### config.mk
export PLATFORM = sky130hd
export DESIGN_NAME = p2r_round
export DESIGN_NICKNAME = d
export VERILOG_FILES = /design/src/hw/rtl/p2r_pkg.sv /design/src/hw/rtl/p2r_round.sv
export SDC_FILE = /design/constraint.sdc
export NUM_CORES = 1
export LEC_CHECK = 0
export BUFFER_PORTS_ARGS = -buffer_cell sky130_fd_sc_hd__clkbuf_2
export CORE_MARGIN = 3
export CORE_UTILIZATION = 43
export DETAILED_ROUTE_END_ITERATION = 8
export PLACE_DENSITY = 0.87
export SETUP_SLACK_MARGIN = 0.15
export SYNTH_ARGS = -nofsm -noshare
export SYNTH_HDL_FRONTEND = slang
export SYNTH_SLANG_ARGS = --single-unit
### constraint.sdc
create_clock -name clock -period 4.5 [get_ports clock]
set_input_delay 1.125 -clock clock [delete_from_list [all_inputs] [get_ports clock]]
set_output_delay 1.125 -clock clock [all_outputs]
set_load 0.1 [all_outputs]
### src/hw/rtl/p2r_pkg.sv
`timescale 1ns / 1ps
// ----------------------------------------------------------------------------
// p2r_pkg
// shared constants, arctangent table, gain constant and the vector type that
// moves between the rotation cells of the polar to rectangular core
// ----------------------------------------------------------------------------
package p2r_pkg;

   // default configuration
   localparam int P2R_MAG_BITS = 16;
   localparam int P2R_STAGES   = 16;

   // datapath: signed x/y words (60 magnitude bits plus sign and headroom)
   localparam int P2R_DW = 62;
   // angle word: 2^32 is a full turn
   localparam int P2R_ZW = 32;

   // atan(2^-i) in 32-bit binary angle units, truncated
   localparam logic [P2R_ZW-1:0] P2R_ATAN [32] = '{
      32'h20000000, 32'h12E4051D, 32'h09FB385B, 32'h051111D4,
      32'h028B0D43, 32'h0145D7E1, 32'h00A2F61E, 32'h00517C55,
      32'h0028BE53, 32'h00145F2F, 32'h000A2F98, 32'h000517CC,
      32'h00028BE6, 32'h000145F3, 32'h0000A2F9, 32'h0000517C,
      32'h000028BE, 32'h0000145F, 32'h00000A2F, 32'h00000517,
      32'h0000028B, 32'h00000145, 32'h000000A2, 32'h00000051,
      32'h00000028, 32'h00000014, 32'h0000000A, 32'h00000005,
      32'h00000002, 32'h00000001, 32'h00000000, 32'h00000000
   };

   // one beat in flight through the rotation chain
   typedef struct packed {
      logic                     valid;
      logic signed [P2R_DW-1:0] x;
      logic signed [P2R_DW-1:0] y;
      logic [P2R_ZW-1:0]        z;
   } p2r_vec_type;

   // gain compensation in unsigned Q32, evaluated at elaboration only
   function automatic logic [31:0] p2r_gain_comp(input int stages);
      logic [63:0] p;
      logic [63:0] n;
      logic [63:0] res;
      logic [63:0] bitv;
      logic [63:0] num;
      logic [64:0] rem;
      logic [63:0] quo;
      int          cnt;
      cnt = (stages > 32) ? 32 : stages;
      // product of (1 + 4^-i) in Q62
      p = 64'd1 << 62;
      for (int i = 0; i < 32; i++) begin
         if (i < cnt) begin
            p = p + (p >> (2 * i));
         end
      end
      // integer square root
      n    = p;
      res  = '0;
      bitv = 64'd1 << 62;
      for (int k = 0; k < 32; k++) begin
         if (bitv > n) begin
            bitv = bitv >> 2;
         end
      end
      for (int k = 0; k < 32; k++) begin
         if (bitv != 0) begin
            if (n >= res + bitv) begin
               n   = n - (res + bitv);
               res = (res >> 1) + bitv;
            end else begin
               res = res >> 1;
            end
            bitv = bitv >> 2;
         end
      end
      // 2^63 / root by restoring long division
      num = 64'd1 << 63;
      rem = '0;
      quo = '0;
      for (int b = 63; b >= 0; b--) begin
         rem = {rem[63:0], num[b]};
         if (rem >= {1'b0, res}) begin
            rem    = rem - {1'b0, res};
            quo[b] = 1'b1;
         end
      end
      return quo[31:0];
   endfunction

endpackage

### src/hw/rtl/p2r_round.sv
`timescale 1ns / 1ps
// ----------------------------------------------------------------------------
// p2r_round
// rounds both coordinates to integers (half up), saturates them to
// +-(2^MAG_BITS - 1) and holds the result beat in the output register
// ----------------------------------------------------------------------------
module p2r_round
   import p2r_pkg::*;
#(
   parameter int MAG_BITS = P2R_MAG_BITS
) (
   input  logic                       clock,
   input  logic                       reset,
   input  logic                       en,
   input  p2r_vec_type                in_vec,
   output logic                       out_valid,
   output logic signed [MAG_BITS:0]   out_real,
   output logic signed [MAG_BITS:0]   out_imag
);

   localparam int FRAC = 60 - MAG_BITS;
   localparam int RW   = P2R_DW - FRAC;

   logic                      valid_ff;
   logic signed [MAG_BITS:0]  real_ff;
   logic signed [MAG_BITS:0]  imag_ff;

   function automatic logic signed [MAG_BITS:0] finish(input logic signed [P2R_DW-1:0] v);
      logic signed [P2R_DW-1:0] sum;
      logic signed [RW-1:0]     r;
      logic signed [RW-1:0]     lim;
      sum = v + (P2R_DW'(1) << (FRAC - 1));
      r   = sum[P2R_DW-1:FRAC];
      lim = RW'((RW'(1) << MAG_BITS) - RW'(1));
      if (r > lim) begin
         r = lim;
      end else if (r < -lim) begin
         r = -lim;
      end
      return r[MAG_BITS:0];
   endfunction

   always_ff @(posedge clock) begin
      if (reset) begin
         valid_ff <= 1'b0;
      end else if (en) begin
         valid_ff <= in_vec.valid;
      end
   end

   always_ff @(posedge clock) begin
      if (en) begin
         real_ff <= finish(in_vec.x);
         imag_ff <= finish(in_vec.y);
      end
   end

   assign out_valid = valid_ff;
   assign out_real  = real_ff;
   assign out_imag  = imag_ff;

endmodule

After elaboration in Yosys (flattened, before gate mapping)

Index checks and enable logic that the tools add are counted.

$add $sub $neg: 2
$lt $le $gt $ge: 4
Muxes and demuxes: 2
Reductions and logical operators: 2

Operators with widths:

| cell                                                 | count |
|---|---|
| adder 62 x 45 -> 62 bit, second input constant       | 2 |
| > comparator 18 x 17 -> 1 bit, second input constant | 2 |
| < comparator 18 x 17 -> 1 bit, second input constant | 2 |
| 2-to-1 mux 17 bit                                    | 2 |
| OR reduction 2 bit                                   | 2 |

Bits in registers: 35
Input bits: 160
Output and inout bits: 35

Logic depth before layout (Yosys ltp)

Word-level depth: 3
Gate-level depth with buffers: 8
Mapped depth without buffers: 8

Worst setup path before layout

OpenSTA, ideal clock, no wires.

Kind: input to register
Start: input port in_vec[151] in the netlist's numbering
End: register real_ff[0] (netlist: out_real[0]), data pin
Data arrival time: 2.749 ns
Data required time: 4.241 ns
Slack: 1.492 ns
Stages on the path: 8
Cells stage by stage: clkbuf_1 > nand3_1 > nor4_1 > nand4_1 > xor2_1 > inv_1 > or3_1 > o31a_1

Longest elaborated chain between the ends: 3
Elaborated cells between the ends (all ways): 4
Those cells by class: add/sub (1); order compare (2); reduce/logical (1)

Ends and longest elaborated chain:

| item                                                                                  | RTL line                         | RTL |
|---|---|---|
| start, declared                                                                       | p2r_round.sv:15                  | `input p2r_vec_type in_vec,` |
| adder 62 x 45 -> 62 bit (*)                                                           | p2r_round.sv:32                  | `sum = v + (P2R_DW'(1) << (FRAC - 1));` |
| > comparator 18 x 17 -> 1 bit / < comparator 18 x 17 -> 1 bit (equally long branches) | p2r_round.sv:35, p2r_round.sv:37 |  |
| OR reduction 2 bit (no source line) (*)                                               | n/a                              |  |
| end signal, assigned                                                                  | p2r_round.sv:53                  | `real_ff <= finish(in_vec.x);` |
| end, declared                                                                         | p2r_round.sv:25                  | `logic signed [MAG_BITS:0] real_ff;` |

Mark *: on every way between the ends. The rest lies on a longest branch, timed or not.
A chain may end at the register's enable or synchronous reset.

Worst setup path after layout

Start: input port in_vec[75] in the netlist's numbering
End: register imag_ff[3] (netlist: out_imag[3]), data pin

Longest elaborated chain between the ends: 3
Elaborated cells between the ends (all ways): 4
Those cells by class: add/sub (1); order compare (2); mux (1)

Ends and longest elaborated chain:

| item                          | RTL line        | RTL |
|---|---|---|
| adder 62 x 45 -> 62 bit (*)   | p2r_round.sv:32 |  |
| < comparator 18 x 17 -> 1 bit | p2r_round.sv:37 | `end else if (r < -lim) begin` |
| 2-to-1 mux 17 bit             | p2r_round.sv:37 |  |
| end signal, assigned          | p2r_round.sv:54 | `imag_ff <= finish(in_vec.y);` |
| end, declared                 | p2r_round.sv:26 | `logic signed [MAG_BITS:0] imag_ff;` |

Marked as above.

==> flow_summary_export.csv <==
group,metric,value,unit
clock_network,clock_sinks,35,
drt,wirelength,5.75,mm
floorplan,num_rows,27,
synth,yosysTopAreaCellShare,0.412,
synth,ys_warn_count,0,
hold_path,hold_path_class,"register to register",
setup_path,path_buf_inv,1,
drt,first_pass_iters,4,
sta,rsz0062_at_grt,"no",
layout,drive_above_1_share,0.317,
floorplan,coreArea,0.00554,mm2
clock_network,postCtsHoldBufs,0,
clock_network,insertion_delay,0.28,ns
sta,worst_hold_slack,0.510,ns
synth,synth_nets,416,
setup_path,worst_path_largest_cell_delay,0.61,ns
drt,viasPerCell,5.54,
synth,yosys_register_bits,35,
sta,hold_viol,0,
drt,drc,0,
synth,ys_top_cells_by_count,"edfxtp_1 (34), nand3_1 (19), xnor2_1 (19), o21ai_0 (18), nor2_1 (17)",
global_route,antenna_found_initial,0,
global_route,grt-ovfl-total,0,
synth,ys_types,53,
place,preCtsSetupSlack,0.882,ns
drt,vias,2183,
clock_network,cts_tree,"built",
pwr,switching_share,0.423,
sta,tns,0,ns
layout,fin_util,0.529,
synth,netlist_instances,254,
drt,dr.first_iter.drc_count,170,
sta,final.setup.worst_slack,1.18,ns
global_route,grt_max_degree,36,
global_route,first_global_vias,1863,
sta,finalCritPeriodShare,0.738,
pwr,switching_power,0.413,mW
place,dp_hpwl,4.64,mm
place,gp_congestion,0.870,
floorplan,die_h,81.9,um
sta,worst_pin_slew,0.807,ns
synth,ys_seq_area_frac,0.420,
layout,diodes,0,
drt,final_antenna_net_count,0,
global_route,grt_usage,0.172,
setup_path,path_cells,"clkbuf_2 > ha_1 > nand4_1 > nor3_1 > and3_2 > xnor2_1 > nor2_2 > o21ai_0",
clock_network,ctsLongestPathBuffers,2,
setup_path,crit_fanout,13,
pwr,p_leak,1.11,nW
setup_path,critPathLaunchType,"input pin",
clock_network,clk_pin_slew,0.07,ns
setup_path,crit_type,"input pin to register",
pwr,clock_power_share,0.205,
pwr,pwr_density_cell,333,mW/mm2
setup_path,cp-end-kind,"register",
setup_path,r2r_slack,3.91,ns
synth,synthArstFlopShare,0,
clock_network,cts_root_buffer,"clkbuf_8",
layout,nNetsFinal,484,
run_status,status,"finished, final reports clean",
clock_network,htree_levels,2,
setup_path,critPathRequiredTime,4.49,ns
pwr,power,0.976,mW
setup_path,slowest_stage,"nor2_2",
floorplan,dieArea,0.00671,mm2
synth,synth_area_leaders,"edfxtp_1 (41%), xnor2_1 (6.7%), xor2_1 (4.6%)",
drt,wl_per_cell,14.6,um
pwr,power_frac_seq,0.413,
setup_path,arrival,3.31,ns
synth,synthFlopType,"edfxtp_1",
synth,synth_area,0.00248,mm2
sta,finalCriticalPeriod,3.32,ns
floorplan,start_util,0.447,
synth,yosys.area.top_type,"edfxtp_1",
sta,slew_headroom,0.462,
pwr,p_int,0.563,mW
pwr,combPwrFrac,0.383,
clock_network,cts_resized,0,
clock_network,cts_buffers,5,
pwr,irDropWorstVdd,0.000178,V
sta,fmaxAchievable,0.301,GHz
synth,syn_avg_cell_area,9.75,um2
sta,fin_skew,0,ns
floorplan,die_w,81.9,um
clock_network,postCtsSetupBuffers,0,
setup_path,crit_family,"simple AND/OR/NAND/NOR gates",
global_route,grt_pass1_wl,8.91,mm
sta,slew_violations,0,
sta,setup_viol_count_final,0,
synth,yosysMostFrequentCell,"edfxtp_1",
layout,syn_to_final_growth,18.3,%
synth,synth_edf_count,34,
flow_run,maxCapViolations,0,
place,port-buffer-count,76,
floorplan,io_pins,195,
[cells by family after synthesis]
| logic type | Yosys count | share of synthesized area |
|---|---|---|
| XOR/XNOR | 33 | 0.120 |
| AND/OR/NAND/NOR | 105 | 0.238 |
| AO/OA/AOI/OAI | 50 | 0.134 |
| buffers and inverters | 22 | 0.0490 |
| multiplexers | 4 | 0.0167 |
| flip-flops | 35 | 0.420 |
| adder cells (fa/ha/maj) | 5 | 0.0222 |
[layout make-up]
cell class,count,area [um2]
Clock buffer,5,68.8
Clock inverter,2,8.76
Fill cell,514,2610
Inverter,7,26.3
Multi-Input combinational cell,197,1320
Sequential cell,35,1040
Tap cell,72,90.1
Timing Repair Buffer,76,380
[state kept, by name, summed over array words and instances (netlist names)]
name,count
out_imag,17
out_real,17
out_valid,1
[placed cells by master, fill, tap and decap left out, types with 7 or more instances in the layout]
master | Yosys | layout
nor4_1 | 10 | 10
nand4_1 | 12 | 12
o21ai_0 | 18 | 18
clkbuf_2 | 1 | 76
xor2_1 | 13 | 13
nand3_1 | 19 | 19
xnor2_1 | 19 | 19
o21ai_2 | 7 | 7
nor3_1 | 9 | 9
edfxtp_1 | 34 | 34
nor2_1 | 17 | 17
a21oi_1 | 8 | 8
nand2_1 | 15 | 15
inv_1 | 7 | 7
[metal layers]
metal | up-vias | global-route usage | routed length [um]
met5 | - | 0 | 0
met2 | 74 | 0.253 | 2510
met3 | 4 | 0.0285 | 356
li1 | 1095 | - | -
met1 | 1010 | 0.259 | 2820
met4 | 0 | 0.0498 | 59
[through the flow]
step,cells,instance area (um2)
2_1_floorplan,254,2480
3_3_place_gp,387,2850
3_5_place_dp,387,2850
4_1_cts,394,2930
5_1_grt,394,2930
6_report,394,2930
[power by group through the flow]
stage,logic (mW),registers (mW),clock network [mW]
after floorplan,0.0774,0.629,0
after detailed placement,0.373,0.410,0
after CTS,0.374,0.403,0.206
after global placement,0.368,0.409,0
final,0.373,0.403,0.200
after global routing,0.392,0.405,0.226
[worst paths after layout]
path / cells past startpoint / endpoint / from
max: 8 / out_imag[3] / in_vec[75]
min: 2 / out_valid / out_valid
max reg2reg: 2 / out_valid / out_valid
min reg2reg: 2 / out_valid / out_valid
[worst min-delay path, delay by kind of cell, from the launching register on]
kind / cells / cell delay [ns]
mux: 1 / 0.07
simple gates: 1 / 0.07
flops: 1 / 0.34
No activity file was read; power rests on OpenSTA's default activity.
