## src/hw/rtl/p2r_pkg.sv

```systemverilog
`timescale 1ns / 1ps
// ----------------------------------------------------------------------------
// p2r_pkg
// shared constants, arctangent table, gain constant and the vector type that
// moves between the rotation cells of the polar to rectangular core
// ----------------------------------------------------------------------------
package p2r_pkg;

   // default configuration
   localparam int P2R_MAG_BITS = 16;
   localparam int P2R_STAGES   = 16;

   // datapath: signed x/y words (60 magnitude bits plus sign and headroom)
   localparam int P2R_DW = 62;
   // angle word: 2^32 is a full turn
   localparam int P2R_ZW = 32;

   // atan(2^-i) in 32-bit binary angle units, truncated
   localparam logic [P2R_ZW-1:0] P2R_ATAN [32] = '{
      32'h20000000, 32'h12E4051D, 32'h09FB385B, 32'h051111D4,
      32'h028B0D43, 32'h0145D7E1, 32'h00A2F61E, 32'h00517C55,
      32'h0028BE53, 32'h00145F2F, 32'h000A2F98, 32'h000517CC,
      32'h00028BE6, 32'h000145F3, 32'h0000A2F9, 32'h0000517C,
      32'h000028BE, 32'h0000145F, 32'h00000A2F, 32'h00000517,
      32'h0000028B, 32'h00000145, 32'h000000A2, 32'h00000051,
      32'h00000028, 32'h00000014, 32'h0000000A, 32'h00000005,
      32'h00000002, 32'h00000001, 32'h00000000, 32'h00000000
   };

   // one beat in flight through the rotation chain
   typedef struct packed {
      logic                     valid;
      logic signed [P2R_DW-1:0] x;
      logic signed [P2R_DW-1:0] y;
      logic [P2R_ZW-1:0]        z;
   } p2r_vec_type;

   // gain compensation in unsigned Q32, evaluated at elaboration only
   function automatic logic [31:0] p2r_gain_comp(input int stages);
      logic [63:0] p;
      logic [63:0] n;
      logic [63:0] res;
      logic [63:0] bitv;
      logic [63:0] num;
      logic [64:0] rem;
      logic [63:0] quo;
      int          cnt;
      cnt = (stages > 32) ? 32 : stages;
      // product of (1 + 4^-i) in Q62
      p = 64'd1 << 62;
      for (int i = 0; i < 32; i++) begin
         if (i < cnt) begin
            p = p + (p >> (2 * i));
         end
      end
      // integer square root
      n    = p;
      res  = '0;
      bitv = 64'd1 << 62;
      for (int k = 0; k < 32; k++) begin
         if (bitv > n) begin
            bitv = bitv >> 2;
         end
      end
      for (int k = 0; k < 32; k++) begin
         if (bitv != 0) begin
            if (n >= res + bitv) begin
               n   = n - (res + bitv);
               res = (res >> 1) + bitv;
            end else begin
               res = res >> 1;
            end
            bitv = bitv >> 2;
         end
      end
      // 2^63 / root by restoring long division
      num = 64'd1 << 63;
      rem = '0;
      quo = '0;
      for (int b = 63; b >= 0; b--) begin
         rem = {rem[63:0], num[b]};
         if (rem >= {1'b0, res}) begin
            rem    = rem - {1'b0, res};
            quo[b] = 1'b1;
         end
      end
      return quo[31:0];
   endfunction

endpackage

```

## src/hw/rtl/p2r_prescale.sv

```systemverilog
`timescale 1ns / 1ps
// ----------------------------------------------------------------------------
// p2r_prescale
// scales the magnitude by the gain compensation and folds the angle into
// [-pi/2, pi/2); two register stages, the first holds the product
// ----------------------------------------------------------------------------
module p2r_prescale
   import p2r_pkg::*;
#(
   parameter int MAG_BITS = P2R_MAG_BITS,
   parameter int STAGES   = P2R_STAGES
) (
   input  logic                clock,
   input  logic                reset,
   input  logic                en,
   input  logic                in_valid,
   input  logic [MAG_BITS-1:0] in_mag,
   input  logic [15:0]         in_phase,
   output p2r_vec_type         out_vec
);

   localparam int          FRAC = 60 - MAG_BITS;
   localparam int          PW   = MAG_BITS + 32;
   localparam logic [31:0] GAIN = p2r_gain_comp(STAGES);

   logic              s1_valid_ff;
   logic [PW-1:0]     s1_prod_ff;
   logic [P2R_ZW-1:0] s1_z_ff;
   logic              s1_fold_ff;
   logic [P2R_ZW-1:0] z_raw;
   logic [59:0]       x_mag;
   p2r_vec_type       vec_in;
   p2r_vec_type       vec_ff;

   assign z_raw = {in_phase, 16'h0000};

   // stage 1: gain multiply and quadrant fold of the angle
   always_ff @(posedge clock) begin
      if (reset) begin
         s1_valid_ff <= 1'b0;
      end else if (en) begin
         s1_valid_ff <= in_valid;
      end
   end

   always_ff @(posedge clock) begin
      if (en) begin
         s1_prod_ff <= PW'(in_mag) * PW'(GAIN);
         s1_fold_ff <= z_raw[31] ^ z_raw[30];
         s1_z_ff    <= {z_raw[31] ^ (z_raw[31] ^ z_raw[30]), z_raw[30:0]};
      end
   end

   // bring the product from Q32 to the datapath fraction
   generate
      if (FRAC >= 32) begin : g_shl
         assign x_mag = 60'(s1_prod_ff) << (FRAC - 32);
      end else begin : g_shr
         assign x_mag = 60'(s1_prod_ff >> (32 - FRAC));
      end
   endgenerate

   // stage 2: start vector, negated when the angle was folded
   always_comb begin
      vec_in.valid = s1_valid_ff;
      vec_in.x     = s1_fold_ff ? -$signed({2'b00, x_mag}) : $signed({2'b00, x_mag});
      vec_in.y     = '0;
      vec_in.z     = s1_z_ff;
   end

   always_ff @(posedge clock) begin
      if (reset) begin
         vec_ff.valid <= 1'b0;
      end else if (en) begin
         vec_ff <= vec_in;
      end
   end

   assign out_vec = vec_ff;

endmodule

```

## config.mk

```make
export PLATFORM = sky130hd
export DESIGN_NAME = p2r_prescale
export DESIGN_NICKNAME = d
export VERILOG_FILES = /design/src/hw/rtl/p2r_pkg.sv /design/src/hw/rtl/p2r_prescale.sv
export SDC_FILE = /design/constraint.sdc
export NUM_CORES = 1
export LEC_CHECK = 0
export BUFFER_PORTS_ARGS = -buffer_cell sky130_fd_sc_hd__buf_4
export CAP_MARGIN = 20
export CORE_ASPECT_RATIO = 0.5
export CORE_MARGIN = 2
export CORE_UTILIZATION = 35
export CTS_CLUSTER_DIAMETER = 30
export CTS_CLUSTER_SIZE = 10
export DETAILED_ROUTE_END_ITERATION = 12
export GPL_TIMING_DRIVEN = 0
export SETUP_SLACK_MARGIN = 0.2
export SLEW_MARGIN = 5
export SYNTH_ARGS = -nofsm -noshare
export SYNTH_HDL_FRONTEND = slang
export SYNTH_SLANG_ARGS = --single-unit
```

## constraint.sdc

```tcl
create_clock -name clock -period 10.1 [get_ports clock]
set_input_delay 0 -clock clock [delete_from_list [all_inputs] [get_ports clock]]
set_output_delay 0 -clock clock [all_outputs]
set_load 0.1 [all_outputs]
```

; Word-level counts from Yosys, hierarchy flattened
; Cells that the tools add are included.
[totals]
register_bits = 145
latch_bits = 0
ramBits = 0
romBits = 0
inputBits = 36
output_inout_bits = 157
elab_cells = 15
memories = 0
[op_classes]
n_addsub = 1
mul = 1
n_div = 0
order_cmp = 0
n_eq_ne = 0
shifts = 0
n_mux = 1
n_bitwise = 3
reduce_logical = 1
[op_table]
columns = op, count
row1 = 60-bit negation with 62-bit output, 1
row2 = 60-bit 2-to-1 mux, 1
row3 = "16-bit by 32-bit multiplier with 48-bit output, second input constant", 1
row4 = 2-bit AND reduction, 1
row5 = 1-bit XOR, 2
row6 = 1-bit inverter, 1

; Depth between registers and ports, before layout
; Gate-level depths: netlist (run 1).
[depth]
word_depth = 2
depth_mapped = 23
ltp_nobuf = 23

; Least setup slack after synthesis (run 1)
; Ideal clock, no wire load.
[synth_path]
kind = input to register
startpoint = input port in_mag[13]
endpoint = register s1_prod_ff[47] (data pin)
setup_time_ps = 262
t_arrival_ps = 5287
required_ps = 9838
setup_slack_ps = 4550
cell_stages = 22
n_path_buf = 1
cell_sequence = fa_1 -> xor2_1 -> ha_1 -> inv_1 -> fa_1 -> inv_1 -> fa_1 -> fa_1 -> inv_1 -> fa_1 -> inv_1 -> ha_1 -> clkbuf_1 -> a211oi_1 -> nor2_1 -> or4_1 -> a41oi_1 -> o221ai_1 -> a21oi_1 -> o311a_1 -> a21oi_1 -> xor2_1
[synth_via]
elab_chain_cells = 1
[synth_lines]
columns = item, line_no
row1 = from (decl), p2r_prescale.sv:17  ; input logic [MAG_BITS-1:0] in_mag,
row2 = 16-bit by 32-bit multiplier with 48-bit output, p2r_prescale.sv:48  ; s1_prod_ff <= PW'(in_mag) * PW'(GAIN);
row3 = to (signal assigned), p2r_prescale.sv:48
row4 = to (decl), p2r_prescale.sv:27  ; logic [PW-1:0] s1_prod_ff;
; Every way passes these cells.
; A chain may end at the register's enable or synchronous reset.

; Final worst setup path (run 1)
[layout_path]
startpoint = input port in_mag[2]
endpoint = register s1_prod_ff[47] (data pin)
; Same word-level chain as after synthesis.

==> results of run 1 <==
per-stage QoR:
| stage | instance area [µm²] | setup slack (ns) |
|---|---|---|
| after detailed placement | 16400 | 3.45 |
| after CTS | 17300 | 3.38 |
| after floorplan | 14900 | 4.55 |
| after global routing | 17300 | 3.09 |
| final | 17300 | 3.38 |
| after global placement | 16400 | 3.43 |
timing repair:
item                                   CTS  global route
setup endpoints to repair                0             0
endpoints found under the hold margin   32             0
hold buffers                            21             0
buffers inserted                         0             0
per-layer routing:
metal / up-vias / wire (µm) / GRT usage
met5: - / 0 / 0
met3: 34 / 1730 / 0.0227
met4: 0 / 522 / 0.0408
met2: 284 / 15900 / 0.267
met1: 4612 / 16800 / 0.231
li1: 4679 / - / -
synthesized netlist by cell type, types with 10 or more instances:
| cell | number |
|---|---|
| inv_1 | 284 |
| ha_1 | 180 |
| fa_1 | 178 |
| edfxtp_1 | 131 |
| buf_4 | 91 |
| xnor2_1 | 72 |
| a21oi_1 | 49 |
| nand2_1 | 47 |
| o21ai_0 | 40 |
| nor2_1 | 35 |
| xor2_1 | 28 |
| a21o_1 | 22 |
| clkbuf_1 | 21 |
| nand3_1 | 12 |
| o31ai_1 | 12 |
| nand2b_1 | 11 |
| nor3_1 | 11 |
| nor2b_1 | 10 |
final timing paths:
| check | cells after the start | startpoint | endpoint |
|---|---|---|---|
| setup / recovery | 23 | in_mag[2] | s1_prod_ff[47]$_DFFE_PP_ |
| hold reg to reg | 0 | s1_z_ff[16]$_DFFE_PP_ | out_vec[16]$_DFFE_PP_ |
| hold / removal | 2 | in_mag[3] | s1_prod_ff[3]$_DFFE_PP_ |
| setup reg to reg | 9 | s1_prod_ff[7]$_DFFE_PP_ | out_vec[152]$_DFFE_PP_ |
worst max-delay path: stages:
cell and delay (ns):
dlygate4sd3_1 0.54, buf_4 0.20, ha_1 0.51, inv_1 0.10, fa_1 0.49, inv_1 0.05
fa_1 0.51, fa_1 0.46, fa_1 0.55, inv_1 0.05, fa_1 0.59, inv_1 0.06
ha_1 0.28, clkbuf_1 0.18, a21oi_1 0.29, nand2_1 0.09, a221o_1 0.37, a221oi_1 0.23
o21ai_0 0.30, a21oi_1 0.43, o311a_1 0.22, a21oi_1 0.05, xor2_1 0.33
layout make-up:
class / instances / area (µm²) / area share
flip-flops and latches: 133 / 3970 / 0.230
clock inverters: 12 / 205 / 0.0119
well taps: 540 / 676 / 0.0391
plain buffers: 112 / 762 / 0.0441
repair buffers: 125 / 1020 / 0.0588
multi-input cells: 899 / 9140 / 0.529
inverters: 285 / 1070 / 0.0620
clock buffers: 18 / 429 / 0.0249
sequential cells by signal (all words and copies together) (netlist names):
signal,count
s1_z_ff,16
s1_prod_ff,48
s1_fold_ff,1
s1_valid_ff,1
out_vec,67
logic make-up (layout without fill, tap and decap cells):
family / count (synthesis) / in the layout
other cells: 1 / 90
flops: 133 / 133
buf+inv: 397 / 552
fa+ha+maj: 358 / 358
simple gates: 172 / 172
xor+xnor: 100 / 100
compound gates: 177 / 177
mux: 2 / 2
==> flow_summary.toml, run 1 <==
[outcome]
outcome = "complete, no violations"

[sta]
holdWs_ns = 0.0992
period_minus_slack_ns = 6.72
worst_slew_pin_slew_ns = 0.950
slew_headroom = 0.358
fin_skew_ns = 0.00866
setup_viol = 0
finalHoldViolations = 0
max_freq_mhz = 149
period_share = 0.666
rsz0062_at_grt = "false"
slew_violations = 0
fin_setup_tns_ns = 0

[floorplan]
fp-row-count = 52
coreArea_um2 = 40800
die_x_um = 293
die-area_um2 = 43500
die_h_um = 148
initial_core_util = 0.358
io_pins = 193

[synth]
synthSimpleGateAreaFrac = 0.0624
synthMuxAreaShare = 0.00137
synthAdderAreaFrac = 0.398
yosysTopAreaCell = "edfxtp_1"
synth-seq-cells = 133
synth_edf_count = 131
ys_seq_area_frac = 0.272
synth_area_leaders = "edfxtp_1, fa_1, ha_1"
syn_area_per_cell_um2 = 10.9
synth_xor_area_frac = 0.0600
yosysUniqueCellTypes = 62
synthArstFlopShare = 0
synth_cells = 1340
synth_flop_cell = "edfxtp_1"
synth_compound_area_frac = 0.0800
synth_top_family_by_area = "adder cells"
netlist_area_um2 = 14600
yosysWarnings = 0
synth_top_area_share = 0.269

[worst_hold_path]
hold_path_class = "input pin to flip-flop"

[critical_path]
cp-start-kind = "input pin"
cp.arrival_ns = 6.90
worstSetupPathType = "input pin to flip-flop"
end_kind = "flip-flop"
cp.required_ns = 10.28
path_max_fanout = 8
r2r_slack_ns = 6.65

[clock_tree]
cts_buffers = 17
clkTransAtPathRegs_ns = 0.05
cts_sinks = 133
clk_latency_ns = 0.41
cts_root_buffer = "clkbuf_16"
cts_resized = 0
htree_levels = 4
cts_tree = "done"
cts_buffer_depth = 2

[global_routing]
grt_pass1_wl_um = 54600
grt_start_max_net_pins = 69
antenna_found_initial = 0
grt.overflow.total = 0
grt_usage = 0.164
first_global_vias = 9577

[detailed_routing]
totalWireLength_um = 35000
drtAntennaViolNets = 0
wl_per_cell_um = 16.5
vias = 9609
via_per_inst = 4.52
drt_drc_violations_left = 0
drtIter0Drc = 586
dr.pass1.iters = 6

[cells_and_area]
num-fill-cells = 3921
syn_to_final_growth_pct = 18.3
fin_util = 0.423
final_cell_mix = "inv_1, buf_4, ha_1"
diodes = 0
stdcell_count = 2124
drive_gt1_frac = 0.153
final_nets = 1967
final_common_cell = "inv_1"

[run]
cap_violations = 0

[placement]
portBuffers = 102
gp_congestion = 0.905
hpwl_um = 29500
dp.cells = 2073
Power of run 1 is left out: the tool's default activity adds up to more than one toggle a clock period on the data nets, which glitch-free logic cannot reach.
==> run 2: changes to the inputs <==
==> constraint.sdc (replaced) <==
create_clock -name clock -period 5.9 [get_ports clock]
set_input_delay 0 -clock clock [delete_from_list [all_inputs] [get_ports clock]]
set_output_delay 0 -clock clock [all_outputs]
set_load 0.1 [all_outputs]
==> run 2 against run 1 <==
  * Global-route usage about the same
  * Routed wire length grew 0.32%
  * Sequential share of layout area fell by 0.35 points
  * Largest cell class unchanged
  * Clock skew about the same
  * Critical path type unchanged
  * Register-to-register slack got worse by 4.2 ns
  * Core utilization rose by 0.65 points
  * Setup slack worse by 3.0 ns
==> flow_summary.toml, run 2 (synthesis gave the netlist of run 1 again) <==
[global_routing]
antenna_found_initial = 0
grt_usage = 0.164
grt_start_max_net_pins = 69
grt_pass1_wl_um = 54700
grt.overflow.total = 0
first_global_vias = 9623

[cells_and_area]
drive_gt1_frac = 0.180
syn_to_final_growth_pct = 20.1
largest_reg_flops = 67
stdcell_count = 2129
diodes = 0
final_cell_mix = "inv_1, buf_4, fa_1"
final_common_cell = "inv_1"
final_nets = 1972

[clock_tree]
clk_latency_ns = 0.41
cts_buffers = 17
cts_buffer_depth = 2
cts_root_buffer = "clkbuf_16"
cts_sinks = 133
htree_levels = 4
cts_tree = "done"
clkTransAtPathRegs_ns = 0.06

[detailed_routing]
totalWireLength_um = 35100
drtIter0Drc = 600
via_per_inst = 4.53
vias = 9655
dr.pass1.iters = 5
drt_drc_violations_left = 0
wl_per_cell_um = 16.5
drtAntennaViolNets = 0

[sta]
max_freq_mhz = 180
finalHoldViolations = 0
worst_slew_pin_slew_ns = 0.889
slew_headroom = 0.408
period_minus_slack_ns = 5.55
fin_skew_ns = 0.00851
slew_violations = 0
period_share = 0.941
rsz0062_at_grt = "false"
setup_viol = 0

[critical_path]
reg2regPathDepth = 9
worstSetupPathType = "input pin to flip-flop"
cp.required_ns = 6.04
cp.arrival_ns = 5.69
path_max_fanout = 7
r2r_end = "out_vec[152]$_DFFE_PP_"
cp-start-kind = "input pin"
r2r_slack_ns = 2.46
end_kind = "flip-flop"
reg2reg_from = "s1_prod_ff[7]$_DFFE_PP_"

[worst_hold_path]
holdPathEnd = "s1_prod_ff[3]$_DFFE_PP_"
min-delay-start = "in_mag[3]"
hold_path_class = "input pin to flip-flop"
min_delay_path_depth = 2

[floorplan]
coreArea_um2 = 40800
die-area_um2 = 43500
fp-row-count = 52
die_h_um = 148
io_pins = 193
die_x_um = 293
initial_core_util = 0.358

[placement]
portBuffers = 102
gp_congestion = 0.905
hpwl_um = 29500
dp.cells = 2073

[outcome]
outcome = "complete, no violations"

[run]
cap_violations = 0
run 2: repair_timing:
item	4_1_cts	5_1_grt
endpoints found under the setup margin	13	12
hold buffers	21	0
pin swaps	1	18
resized for setup	20	42
buffers inserted	1	4
hold endpoints to repair	32	0
run 2: worst max-delay path by stage:
| stage | endpoint | start |
|---|---|---|
| 2_1_floorplan | s1_prod_ff[47]$_DFFE_PP_ | in_mag[13] |
| 3_3_place_gp | s1_prod_ff[47]$_DFFE_PP_ | in_mag[13] |
| 3_5_place_dp | s1_prod_ff[47]$_DFFE_PP_ | in_mag[4] |
| 4_1_cts | s1_prod_ff[47]$_DFFE_PP_ | in_mag[3] |
| 5_1_grt | s1_prod_ff[47]$_DFFE_PP_ | in_mag[1] |
| 6_report | s1_prod_ff[47]$_DFFE_PP_ | in_mag[1] |
run 2: per-layer routing:
layer,wire (µm),global-route usage
met3,1610,0.0218
met4,624,0.0418
met1,16900,0.232
met5,0,0
met2,15900,0.267
run 2: per-stage QoR:
step / cell area, µm² / setup WS (ns) / utilization / hold slack, ns / TNS (ns)
4_1_cts: 17400 / 0.201 / 0.425 / 0.0923 / 0
5_1_grt: 17500 / 0.193 / 0.430 / 0.120 / 0
3_5_place_dp: 16400 / -0.751 / 0.403 / 0.180 / -7.14
2_1_floorplan: 14900 / 0.350 / - / 0.0724 / 0
3_3_place_gp: 16400 / -0.774 / 0.401 / 0.178 / -7.28
6_report: 17500 / 0.346 / 0.430 / 0.133 / 0
run 2: final cells by class:
type	instances	area [µm²]
clock buffers	18	429
well taps	540	676
clock inverters	12	205
repair buffers	130	1070
flip-flops and latches	133	3970
inverters	285	1070
fillers	3904	23300
multi-input cells	899	9340
plain buffers	112	774
run 2: worst max-delay path: stages:
cell and delay, ns:
buf_4 0.17, fa_1 0.56, fa_1 0.51, inv_1 0.05, fa_1 0.47, inv_1 0.05
fa_1 0.40, fa_1 0.52, inv_1 0.05, fa_1 0.59, inv_1 0.06, ha_1 0.28
clkbuf_2 0.17, a21oi_2 0.19, nand2_1 0.08, a221o_1 0.36, a221oi_1 0.29, o21ai_2 0.18
a21oi_2 0.25, o311a_1 0.18, a21oi_1 0.06, xor2_2 0.22
Power of run 2 is left out for the same reason.
